`src/rtl/core/rdec_pkg.sv`:
```
// Package for the recent-id de-duplicating event counter.
// Holds list depth, event and register codes, sequencer states and payload structs.
// No dependencies.
`default_nettype none

package rdec_pkg;

	localparam int LIST_DEPTH = 8;
	localparam int IDX_W      = (LIST_DEPTH > 1) ? $clog2(LIST_DEPTH) : 1;
	localparam int ID_W       = 32;
	localparam int CNT_W      = 16;
	localparam int CFG_IDX_W  = 2;
	localparam int CFG_DATA_W = 16;

	localparam logic [1:0] MODE_TRADE   = 2'd0;
	localparam logic [1:0] MODE_WIN     = 2'd1;
	localparam logic [1:0] MODE_LOSS    = 2'd2;
	localparam logic [1:0] MODE_INVALID = 2'd3;

	localparam logic [CFG_IDX_W-1:0] REG_STATS_EN   = 2'd0;
	localparam logic [CFG_IDX_W-1:0] REG_CARD_COUNT = 2'd1;
	localparam logic [CFG_IDX_W-1:0] REG_STAT_LIMIT = 2'd2;

	localparam logic [CNT_W-1:0] STAT_LIMIT_RST = 16'd999;

	typedef enum logic [1:0] {
		ST_IDLE,
		ST_SEARCH,
		ST_UPDATE,
		ST_DONE
	} state_t;

	typedef struct packed {
		logic [1:0]      mode;
		logic [ID_W-1:0] partner_id;
	} evt_t;

	typedef struct packed {
		logic             is_new;
		logic             counted;
		logic [CNT_W-1:0] win_total;
		logic [CNT_W-1:0] loss_total;
		logic [CNT_W-1:0] trade_total;
	} res_t;

endpackage

`default_nettype wire

```
`src/rtl/core/recent_id_dedup_event_counter.sv`:
```
// Top level: move-to-front recency lists with a shared id comparator; depends on rdec_pkg.
// An ignored event goes from idle straight to done; a used event passes search, update and
// done; one compare per cycle walks the selected list until a hit or the last slot.
// An event is taken only when the last is done: input stalls while an event is in work.
// The result register holds a finished result until taken while the next event is taken.
// Reset (arst_n low, asynchronous): lists and counters clear to zero, limit to 999.
`default_nettype none

module recent_id_dedup_event_counter (
	input  wire logic                               clk,
	input  wire logic                               arst_n,
	input  wire logic                               evt_valid,
	output logic                                    evt_stall,
	input  wire rdec_pkg::evt_t                     evt,
	output logic                                    res_valid,
	input  wire logic                               res_stall,
	output rdec_pkg::res_t                          res,
	input  wire logic                               cfg_we,
	input  wire logic [rdec_pkg::CFG_IDX_W-1:0]     cfg_idx,
	input  wire logic [rdec_pkg::CFG_DATA_W-1:0]    cfg_data
);
	import rdec_pkg::*;

	state_t            state_q, state_d;
	logic [1:0]        mode_q;
	logic [ID_W-1:0]   id_q;
	logic [IDX_W-1:0]  idx_q;
	logic [IDX_W-1:0]  pos_q;
	logic              miss_q;
	logic              active_q;
	logic              stats_en_q, card_count_q;
	logic [CNT_W-1:0]  limit_q;
	logic [CNT_W-1:0]  win_cnt_q, loss_cnt_q, trade_cnt_q;
	logic [ID_W-1:0]   trade_ids_q  [LIST_DEPTH];
	logic [ID_W-1:0]   battle_ids_q [LIST_DEPTH];
	logic              res_valid_q;
	res_t              res_q;

	logic              evt_xfer, evt_used, at_last, hit;
	logic              res_load, res_free;
	logic [ID_W-1:0]   cur_id;
	logic [CNT_W-1:0]  sel_cnt, bump_val;
	logic [CNT_W:0]    bump_sum;

	assign evt_xfer = evt_valid && !evt_stall;
	assign evt_used = stats_en_q && (evt.mode != MODE_INVALID);
	assign at_last  = (idx_q == IDX_W'(LIST_DEPTH - 1));
	assign cur_id   = (mode_q == MODE_TRADE) ? trade_ids_q[idx_q] : battle_ids_q[idx_q];
	assign hit      = (cur_id == id_q);
	assign res_free = !res_valid_q || !res_stall;

	always_comb begin
		case (mode_q)
			MODE_TRADE: sel_cnt = trade_cnt_q;
			MODE_WIN:   sel_cnt = win_cnt_q;
			default:    sel_cnt = loss_cnt_q;
		endcase
		bump_sum = {1'b0, sel_cnt} + (CNT_W+1)'(1);
		bump_val = (bump_sum > {1'b0, limit_q}) ? limit_q : bump_sum[CNT_W-1:0];
	end

	always_comb begin
		state_d = state_q;
		unique case (state_q)
			ST_IDLE: begin
				if (evt_xfer) state_d = evt_used ? ST_SEARCH : ST_DONE;
			end
			ST_SEARCH: begin
				if (hit || at_last) state_d = ST_UPDATE;
			end
			ST_UPDATE: state_d = ST_DONE;
			ST_DONE: begin
				if (res_free) state_d = ST_IDLE;
			end
			default: state_d = ST_IDLE;
		endcase
	end

	always_comb begin
		evt_stall = (state_q != ST_IDLE);
		res_load  = (state_q == ST_DONE) && res_free;
	end

	always_ff @(posedge clk or negedge arst_n) begin
		if (!arst_n) begin
			state_q     <= ST_IDLE;
			idx_q       <= '0;
			pos_q       <= '0;
			miss_q      <= 1'b0;
			active_q    <= 1'b0;
			res_valid_q <= 1'b0;
		end else begin
			state_q <= state_d;
			if (evt_xfer) begin
				idx_q    <= '0;
				miss_q   <= 1'b0;
				active_q <= evt_used;
			end
			if (state_q == ST_SEARCH) begin
				if (hit) begin
					pos_q <= idx_q;
				end else if (at_last) begin
					pos_q  <= idx_q;
					miss_q <= 1'b1;
				end else begin
					idx_q <= idx_q + IDX_W'(1);
				end
			end
			if (res_load) res_valid_q <= 1'b1;
			else if (!res_stall) res_valid_q <= 1'b0;
		end
	end

	always_ff @(posedge clk) begin
		if (evt_xfer) begin
			mode_q <= evt.mode;
			id_q   <= evt.partner_id;
		end
		if (res_load) begin
			res_q.is_new      <= active_q && miss_q;
			res_q.counted     <= active_q && miss_q && card_count_q;
			res_q.win_total   <= win_cnt_q;
			res_q.loss_total  <= loss_cnt_q;
			res_q.trade_total <= trade_cnt_q;
		end
	end

	always_ff @(posedge clk or negedge arst_n) begin
		if (!arst_n) begin
			stats_en_q   <= 1'b0;
			card_count_q <= 1'b0;
			limit_q      <= STAT_LIMIT_RST;
		end else if (cfg_we) begin
			unique case (cfg_idx)
				REG_STATS_EN:   stats_en_q   <= cfg_data[0];
				REG_CARD_COUNT: card_count_q <= cfg_data[0];
				REG_STAT_LIMIT: limit_q      <= cfg_data[CNT_W-1:0];
				default: ;
			endcase
		end
	end

	always_ff @(posedge clk or negedge arst_n) begin
		if (!arst_n) begin
			win_cnt_q   <= '0;
			loss_cnt_q  <= '0;
			trade_cnt_q <= '0;
			for (int k = 0; k < LIST_DEPTH; k++) begin
				trade_ids_q[k]  <= '0;
				battle_ids_q[k] <= '0;
			end
		end else if (state_q == ST_UPDATE) begin
			for (int k = 0; k < LIST_DEPTH; k++) begin
				if (k == 0) begin
					if (mode_q == MODE_TRADE) trade_ids_q[0] <= id_q;
					else battle_ids_q[0] <= id_q;
				end else if (IDX_W'(k) <= pos_q) begin
					if (mode_q == MODE_TRADE) trade_ids_q[k] <= trade_ids_q[k-1];
					else battle_ids_q[k] <= battle_ids_q[k-1];
				end
			end
			if (miss_q && card_count_q) begin
				case (mode_q)
					MODE_TRADE: trade_cnt_q <= bump_val;
					MODE_WIN:   win_cnt_q   <= bump_val;
					default:    loss_cnt_q  <= bump_val;
				endcase
			end
		end
	end

	assign res_valid = res_valid_q;
	assign res       = res_q;

`ifndef SYNTH
	a_cnt_only_in_update: assert property (@(posedge clk) disable iff (!arst_n)
		(trade_cnt_q != $past(trade_cnt_q)) || (win_cnt_q != $past(win_cnt_q))
		|-> $past(state_q == ST_UPDATE))
		else $error("counter changed outside update step");

	a_idx_in_range: assert property (@(posedge clk) disable iff (!arst_n)
		(state_q == ST_SEARCH) |-> (idx_q <= IDX_W'(LIST_DEPTH - 1)))
		else $error("search index beyond list");

	a_xfer_starts_work: assert property (@(posedge clk) disable iff (!arst_n)
		evt_xfer |=> (state_q == ST_SEARCH) || (state_q == ST_DONE))
		else $error("event transfer did not start the sequencer");

	a_load_sets_valid: assert property (@(posedge clk) disable iff (!arst_n)
		res_load |=> res_valid_q)
		else $error("result not presented after load");
`endif

endmodule

`default_nettype wire

```
`config.mk`:
```
export PLATFORM = sky130hd
export DESIGN_NAME = recent_id_dedup_event_counter
export DESIGN_NICKNAME = d
export VERILOG_FILES = /design/src/rtl/core/rdec_pkg.sv /design/src/rtl/core/recent_id_dedup_event_counter.sv
export SDC_FILE = /design/constraint.sdc
export NUM_CORES = 1
export LEC_CHECK = 0
export BUFFER_PORTS_ARGS = -buffer_cell sky130_fd_sc_hd__buf_2
export CAP_MARGIN = 10
export CORE_AREA = 2 2 279 281
export DETAILED_ROUTE_END_ITERATION = 12
export DIE_AREA = 0 0 281 283
export PLACE_DENSITY = 0.65
export REMOVE_ABC_BUFFERS = 1
export SLEW_MARGIN = 20
export SYNTH_ARGS = -nofsm -noshare
export SYNTH_HDL_FRONTEND = slang
export SYNTH_SLANG_ARGS = --single-unit
```
`constraint.sdc`:
```
create_clock -name clk -period 5.3 [get_ports clk]
set_input_delay 1.325 -clock clk [delete_from_list [all_inputs] [get_ports clk]]
set_output_delay 1.325 -clock clk [all_outputs]
set_load 0.01 [all_outputs]
```
==> results of run 1 <==
-- per-layer routing --
metal | global-route usage | vias to the layer above | routed length [um]
met4 | 0.0537 | 4 | 1940
met1 | 0.260 | 9313 | 32900
met2 | 0.305 | 419 | 35500
met3 | 0.0326 | 122 | 3600
li1 | - | 7825 | -
met5 | 0 | - | 21
-- metrics by stage --
| stage | instance area [um^2] | total power, uW | worst slack (ns) | util | cells |
|---|---|---|---|---|---|
| floorplan | 29700 | 9620 | -1.39 | - | 1963 |
| global placement | 32100 | 10900 | 0.375 | 0.419 | 3158 |
| detailed placement | 32100 | 11000 | 0.454 | 0.419 | 3158 |
| CTS | 34500 | 16100 | 0.425 | 0.449 | 3287 |
| global route | 34500 | 16700 | 0.210 | 0.449 | 3287 |
| finish | 34500 | 15900 | 0.606 | 0.449 | 3288 |
-- synth_stat cells (all sizes together), types with 33 or more instances --
cell type  count
nand2        178
dfrtp        581
xor2          33
edfxtp        84
buf           62
mux2         516
mux2i        120
clkbuf        57
xnor2         48
o21ai         56
mux4          96
nor2          36
-- worst max path at each step --
stage | to | slack [ns] | cells after the start
floorplan | pos_q[0] | -1.39 | 10
global placement | trade_cnt_q[13] | 0.37 | 17
detailed placement | loss_cnt_q[7] | 0.45 | 17
CTS | loss_cnt_q[11] | 0.42 | 17
global route | loss_cnt_q[10] | 0.21 | 17
finish | loss_cnt_q[7] | 0.61 | 17
-- kinds of logic after synthesis --
kind of cell,count (synthesis),share of synthesized area
buf+inv,144,0.0229
xor+xnor,81,0.0234
fa+ha+maj,24,0.00991
compound gates,142,0.0292
simple gates,286,0.0419
flops,673,0.570
mux,732,0.303
-- cell type report --
type                    count  share of cell area
diodes                      1           0.0000726
clock buffers             103              0.0595
clock inverters            26             0.00831
inverters                  25             0.00272
multi-input cells        1265               0.361
flip-flops and latches    673               0.501
well taps                1040              0.0377
repair buffers            155              0.0291
-- report_power, final --
group / switching (uW) / internal (uW) / total, uW / leakage (uW)
combinational: 2150 / 1940 / 4100 / 0.00572
clock: 2080 / 2950 / 5040 / 0.00116
sequential: 719 / 6090 / 6810 / 0.00880
-- state kept, by name, summed over array words and instances, names as in the netlist, 2 cells and up --
name          flops
pos_q             3
loss_cnt_q       16
idx_q             3
res              50
limit_q          16
battle_ids_q    256
state_q           2
trade_ids_q     256
id_q             32
win_cnt_q        16
trade_cnt_q      16
mode_q            2
-- repair_timing --
item / 4_1_cts / 5_1_grt
setup endpoints to repair: 0 / 1
hold buffers: 0 / 0
setup buffers: 0 / 0
hold endpoints to repair: 0 / 0
resized for setup: 0 / 1
==> flow_summary.ini, run 1 <==
[status]
status = finished clean

[min_path]
min_delay_path_depth = 0
hold_path_class = reg2reg
hp-start = win_cnt_q[15]
min_to = res[47]

[worst_setup_path]
timing.rr.end = loss_cnt_q[7]
r2r-start = mode_q[0]
cp_slowest_cell = edfxtp_1
timing_worst_setup_path_type = reg2reg
reg2reg_depth = 17
path_max_fanout = 16
startpoint = mode_q[0]
crit_buf_inv = 0
cp.arrival_ns = 5.15
cp.required_ns = 5.76
startpoint_type = flop
end_kind = flop
reg2reg_slack_ns = 0.61
crit_family = simple AND/OR/NAND/NOR gates
worst_path_largest_cell_delay_ns = 0.72
cp_cell_sequence = mux2i_1 > nor2_1 > a21oi_1 > nor4_2 > nand3b_1 > nand2b_1 > nor2_1 > xnor2_1 > ha_1 > a21oi_1 > o21ai_0 > nor3_1 > o211ai_1 > a221oi_1 > o21ai_4 > mux2i_1 > o21ai_0

[clock_tree]
cts.sinks = 673
cts_tree = built
clk_latency_ns = 0.62
cts_buffers = 71
cts_root_buf = clkbuf_16
htree_levels = 3
clockBufferDepth = 3
clk_pin_slew_ns = 0.06

[synth]
ys_top_cells_by_area = dfrtp_1, mux2_2, edfxtp_1
synthDominantCellAreaShare = 0.480
yosysTopAreaCell = dfrtp_1
synthFlopType = dfrtp_1
synth_seq_area_share = 0.570
yosys_warnings = 0
avgSynthCellArea_um2 = 14.6
synthCells = 2082
ys_ff_latch = 673
synth_edf_count = 84
syn_area_um2 = 30300
yosysUniqueCellTypes = 60
synth-async-reset-ratio = 0.875

[cells_and_area]
regArea_um2 = 17300
fin_nets = 2272
multi_input_area_um2 = 12500
area_delta_synth_final_pct = 13.7
layout_common_cells = dfrtp_1, mux2_2, nand2_1, mux2i_1, buf_2
n_fill_cell = 6743
layout_commonest_cell = dfrtp_1
drive_gt1_frac = 0.407

[die]
num_rows = 102
start_util = 0.395
die_h_um = 283
dieArea_um2 = 79500
core_um2 = 76700
die_w_um = 281
io_pins = 109

[routing]
dr_total_vias = 17683
vias_per_cell = 5.38
drt_iter0_markers = 1297
antenna_left = 0
wire_per_inst_um = 22.5
post-route-drc-count = 0
finalWirelength_um = 74000
drtPass1Iterations = 5

[timing]
slew_headroom = 0.286
hold_violations = 0
setup_viol = 0
rsz0062_at_grt = no
fin_crit_sh = 0.886
tightest_slew_ns = 1.07
skew_ns = 0.0278
drv_slew = 0
period_needed_ns = 4.69
whs_ns = 0.466
fmax_ghz = 0.213
fin_tns_setup_ns = 0

[global_route]
first_global_vias = 18813
grt.overflow.total = 0
grt_pass1_wl_um = 115000
track_usage = 0.188
grt_max_degree = 133
antenna_found_initial = 3

[placement]
place_hpwl_um = 45800
port_buffers = 108
gp_congestion = 0.851

[pwr]
ir_worst_vdd_uv = 240
power.density_nw_per_um2 = 462
p_leak_uw = 0.0157

[run]
cap_violations = 0
(Power assumes the default switching activity.)
==> run 2, diff against run 1 <==
--- a/config.mk
+++ b/config.mk
@@ -7,12 +7,15 @@
 export LEC_CHECK = 0
 export BUFFER_PORTS_ARGS = -buffer_cell sky130_fd_sc_hd__buf_2
 export CAP_MARGIN = 10
+export CELL_PAD_IN_SITES_DETAIL_PLACEMENT = 0
+export CELL_PAD_IN_SITES_GLOBAL_PLACEMENT = 1
 export CORE_AREA = 2 2 279 281
 export DETAILED_ROUTE_END_ITERATION = 12
 export DIE_AREA = 0 0 281 283
-export PLACE_DENSITY = 0.65
+export PLACE_DENSITY = 0.73
 export REMOVE_ABC_BUFFERS = 1
 export SLEW_MARGIN = 20
 export SYNTH_ARGS = -nofsm -noshare
 export SYNTH_HDL_FRONTEND = slang
 export SYNTH_SLANG_ARGS = --single-unit
+export TNS_END_PERCENT = 30
==> flow_summary.ini, run 2 (synthesized netlist as in run 1, its figures left out) <==
[status]
status = finished clean

[clock_tree]
cts_buffers = 75
clockBufferDepth = 3
clk_latency_ns = 0.62
ctsHoldBuffers = 0
clk_pin_slew_ns = 0.05
cts_tree = built
post_cts.repair.setup_buffers = 0
cts_root_buf = clkbuf_16
cts.sinks = 673
cts_resized = 0
htree_levels = 3

[routing]
antenna_left = 0
drtPass1Iterations = 4
wire_per_inst_um = 22.6
dr_total_vias = 17753
post-route-drc-count = 0
drt_iter0_markers = 1126
finalWirelength_um = 74700
vias_per_cell = 5.37

[die]
die_w_um = 281
num_rows = 102
dieArea_um2 = 79500
core_um2 = 76700
die_h_um = 283
io_pins = 109
start_util = 0.395

[pwr]
power.density_nw_per_um2 = 464
ir_worst_vdd_uv = 262
p_leak_uw = 0.0158
power_uw = 16100

[run]
cap_violations = 0

[global_route]
track_usage = 0.190
grt_pass1_wl_um = 115000
first_global_vias = 18946
grt_max_degree = 122
antenna_found_initial = 2
grt.overflow.total = 0

[placement]
dp.cells = 3169
port_buffers = 108
place_hpwl_um = 47000
gp_congestion = 0.845

[worst_setup_path]
r2r-start = mode_q[0]
cp.required_ns = 5.72
path_max_fanout = 13
cp.arrival_ns = 4.94
startpoint_type = flop
end_kind = flop
reg2reg_depth = 18
timing.rr.end = loss_cnt_q[12]
timing_worst_setup_path_type = reg2reg
reg2reg_slack_ns = 0.78

[timing]
skew_ns = 0.0399
drv_slew = 0
tightest_slew_ns = 1.06
fin_crit_sh = 0.852
hold_violations = 0
slew_headroom = 0.295
period_needed_ns = 4.52
setup_viol = 0
rsz0062_at_grt = no
fmax_ghz = 0.221

[cells_and_area]
instances_no_fill = 3307
regArea_um2 = 17300
layout_commonest_cell = dfrtp_1
n_fill_cell = 6790
layout_common_cells = dfrtp_1, mux2_2, nand2_1, mux2i_1, buf_2
fin_nets = 2288
area_delta_synth_final_pct = 14.5
multi_input_area_um2 = 12400
drive_gt1_frac = 0.409

[min_path]
min_delay_path_depth = 0
hold_path_class = reg2reg
min_to = res[26]
hp-start = loss_cnt_q[10]
==> run 2: changes by cell type in the layout (fill, tap and decap cells not counted), sizes merged <==
cell,before,now
diode,1,2
buf,155,167
inv,31,25
bufinv,5,4
clkinv,15,19
clkinvlp,0,4
clkbuf,103,108
==> run 2: cell type report <==
type	count	area share
Clock inverter	27	0.00826
Multi-Input combinational cell	1265	0.358
Antenna cell	2	0.000144
Clock buffer	108	0.0620
Tap cell	1040	0.0375
Sequential cell	673	0.498
Timing Repair Buffer	167	0.0330
Inverter	25	0.00274
==> run 2: where the power goes <==
part | internal, uW | switching (uW)
Combinational | 1990 | 2090
Sequential | 6090 | 785
Clock | 3030 | 2120
Total | 11100 | 4990
==> run 2: metrics by stage <==
stage	setup TNS [ns]	hold slack [ns]	utilization	cell area [um^2]	setup WS, ns
6_report	0	0.467	0.452	34700	0.782
5_1_grt	0	0.487	0.452	34700	0.345
4_1_cts	0	0.464	0.452	34700	0.772
3_5_place_dp	0	0.470	0.420	32200	0.832
3_3_place_gp	0	0.464	0.420	32200	0.931
2_1_floorplan	-22.99	0.446	-	29700	-1.39
==> run 2: layer usage <==
| layer | GRT usage | part of all wire | wire length (um) | vias to the layer above |
|---|---|---|---|---|
| met5 | 0 | 0 | 0 | - |
| met4 | 0.0549 | 0.027 | 2010 | 0 |
| met3 | 0.0294 | 0.036 | 2690 | 119 |
| met2 | 0.316 | 0.49 | 36600 | 338 |
| met1 | 0.257 | 0.45 | 33400 | 9432 |
| li1 | - | - | - | 7864 |
==> run 2: worst max path at each step <==
| stage | startpoint | end | slack (ns) | depth (start not counted) |
|---|---|---|---|---|
| floorplan | idx_q[0] | pos_q[0] | -1.39 | 10 |
| CTS | mode_q[0] | loss_cnt_q[12] | 0.77 | 18 |
| detailed placement | mode_q[0] | loss_cnt_q[6] | 0.83 | 18 |
| finish | mode_q[0] | loss_cnt_q[12] | 0.78 | 18 |
| global route | mode_q[0] | loss_cnt_q[3] | 0.35 | 18 |
| global placement | mode_q[0] | trade_cnt_q[11] | 0.93 | 18 |
==> run 2: worst max-delay path, stage by stage, from the launching register on <==
cell	delay, ns
edfxtp_1	0.55
mux2i_1	0.17
nor2_1	0.10
a21oi_1	0.08
nor4_1	0.59
nand3b_1	0.25
nand2b_1	0.26
nor2_1	0.18
xnor2_1	0.17
ha_1	0.30
a21oi_1	0.12
o21ai_0	0.09
nor3_1	0.21
o211ai_1	0.13
a221oi_1	0.32
o21ai_2	0.18
buf_4	0.25
mux2i_1	0.24
o21ai_0	0.13
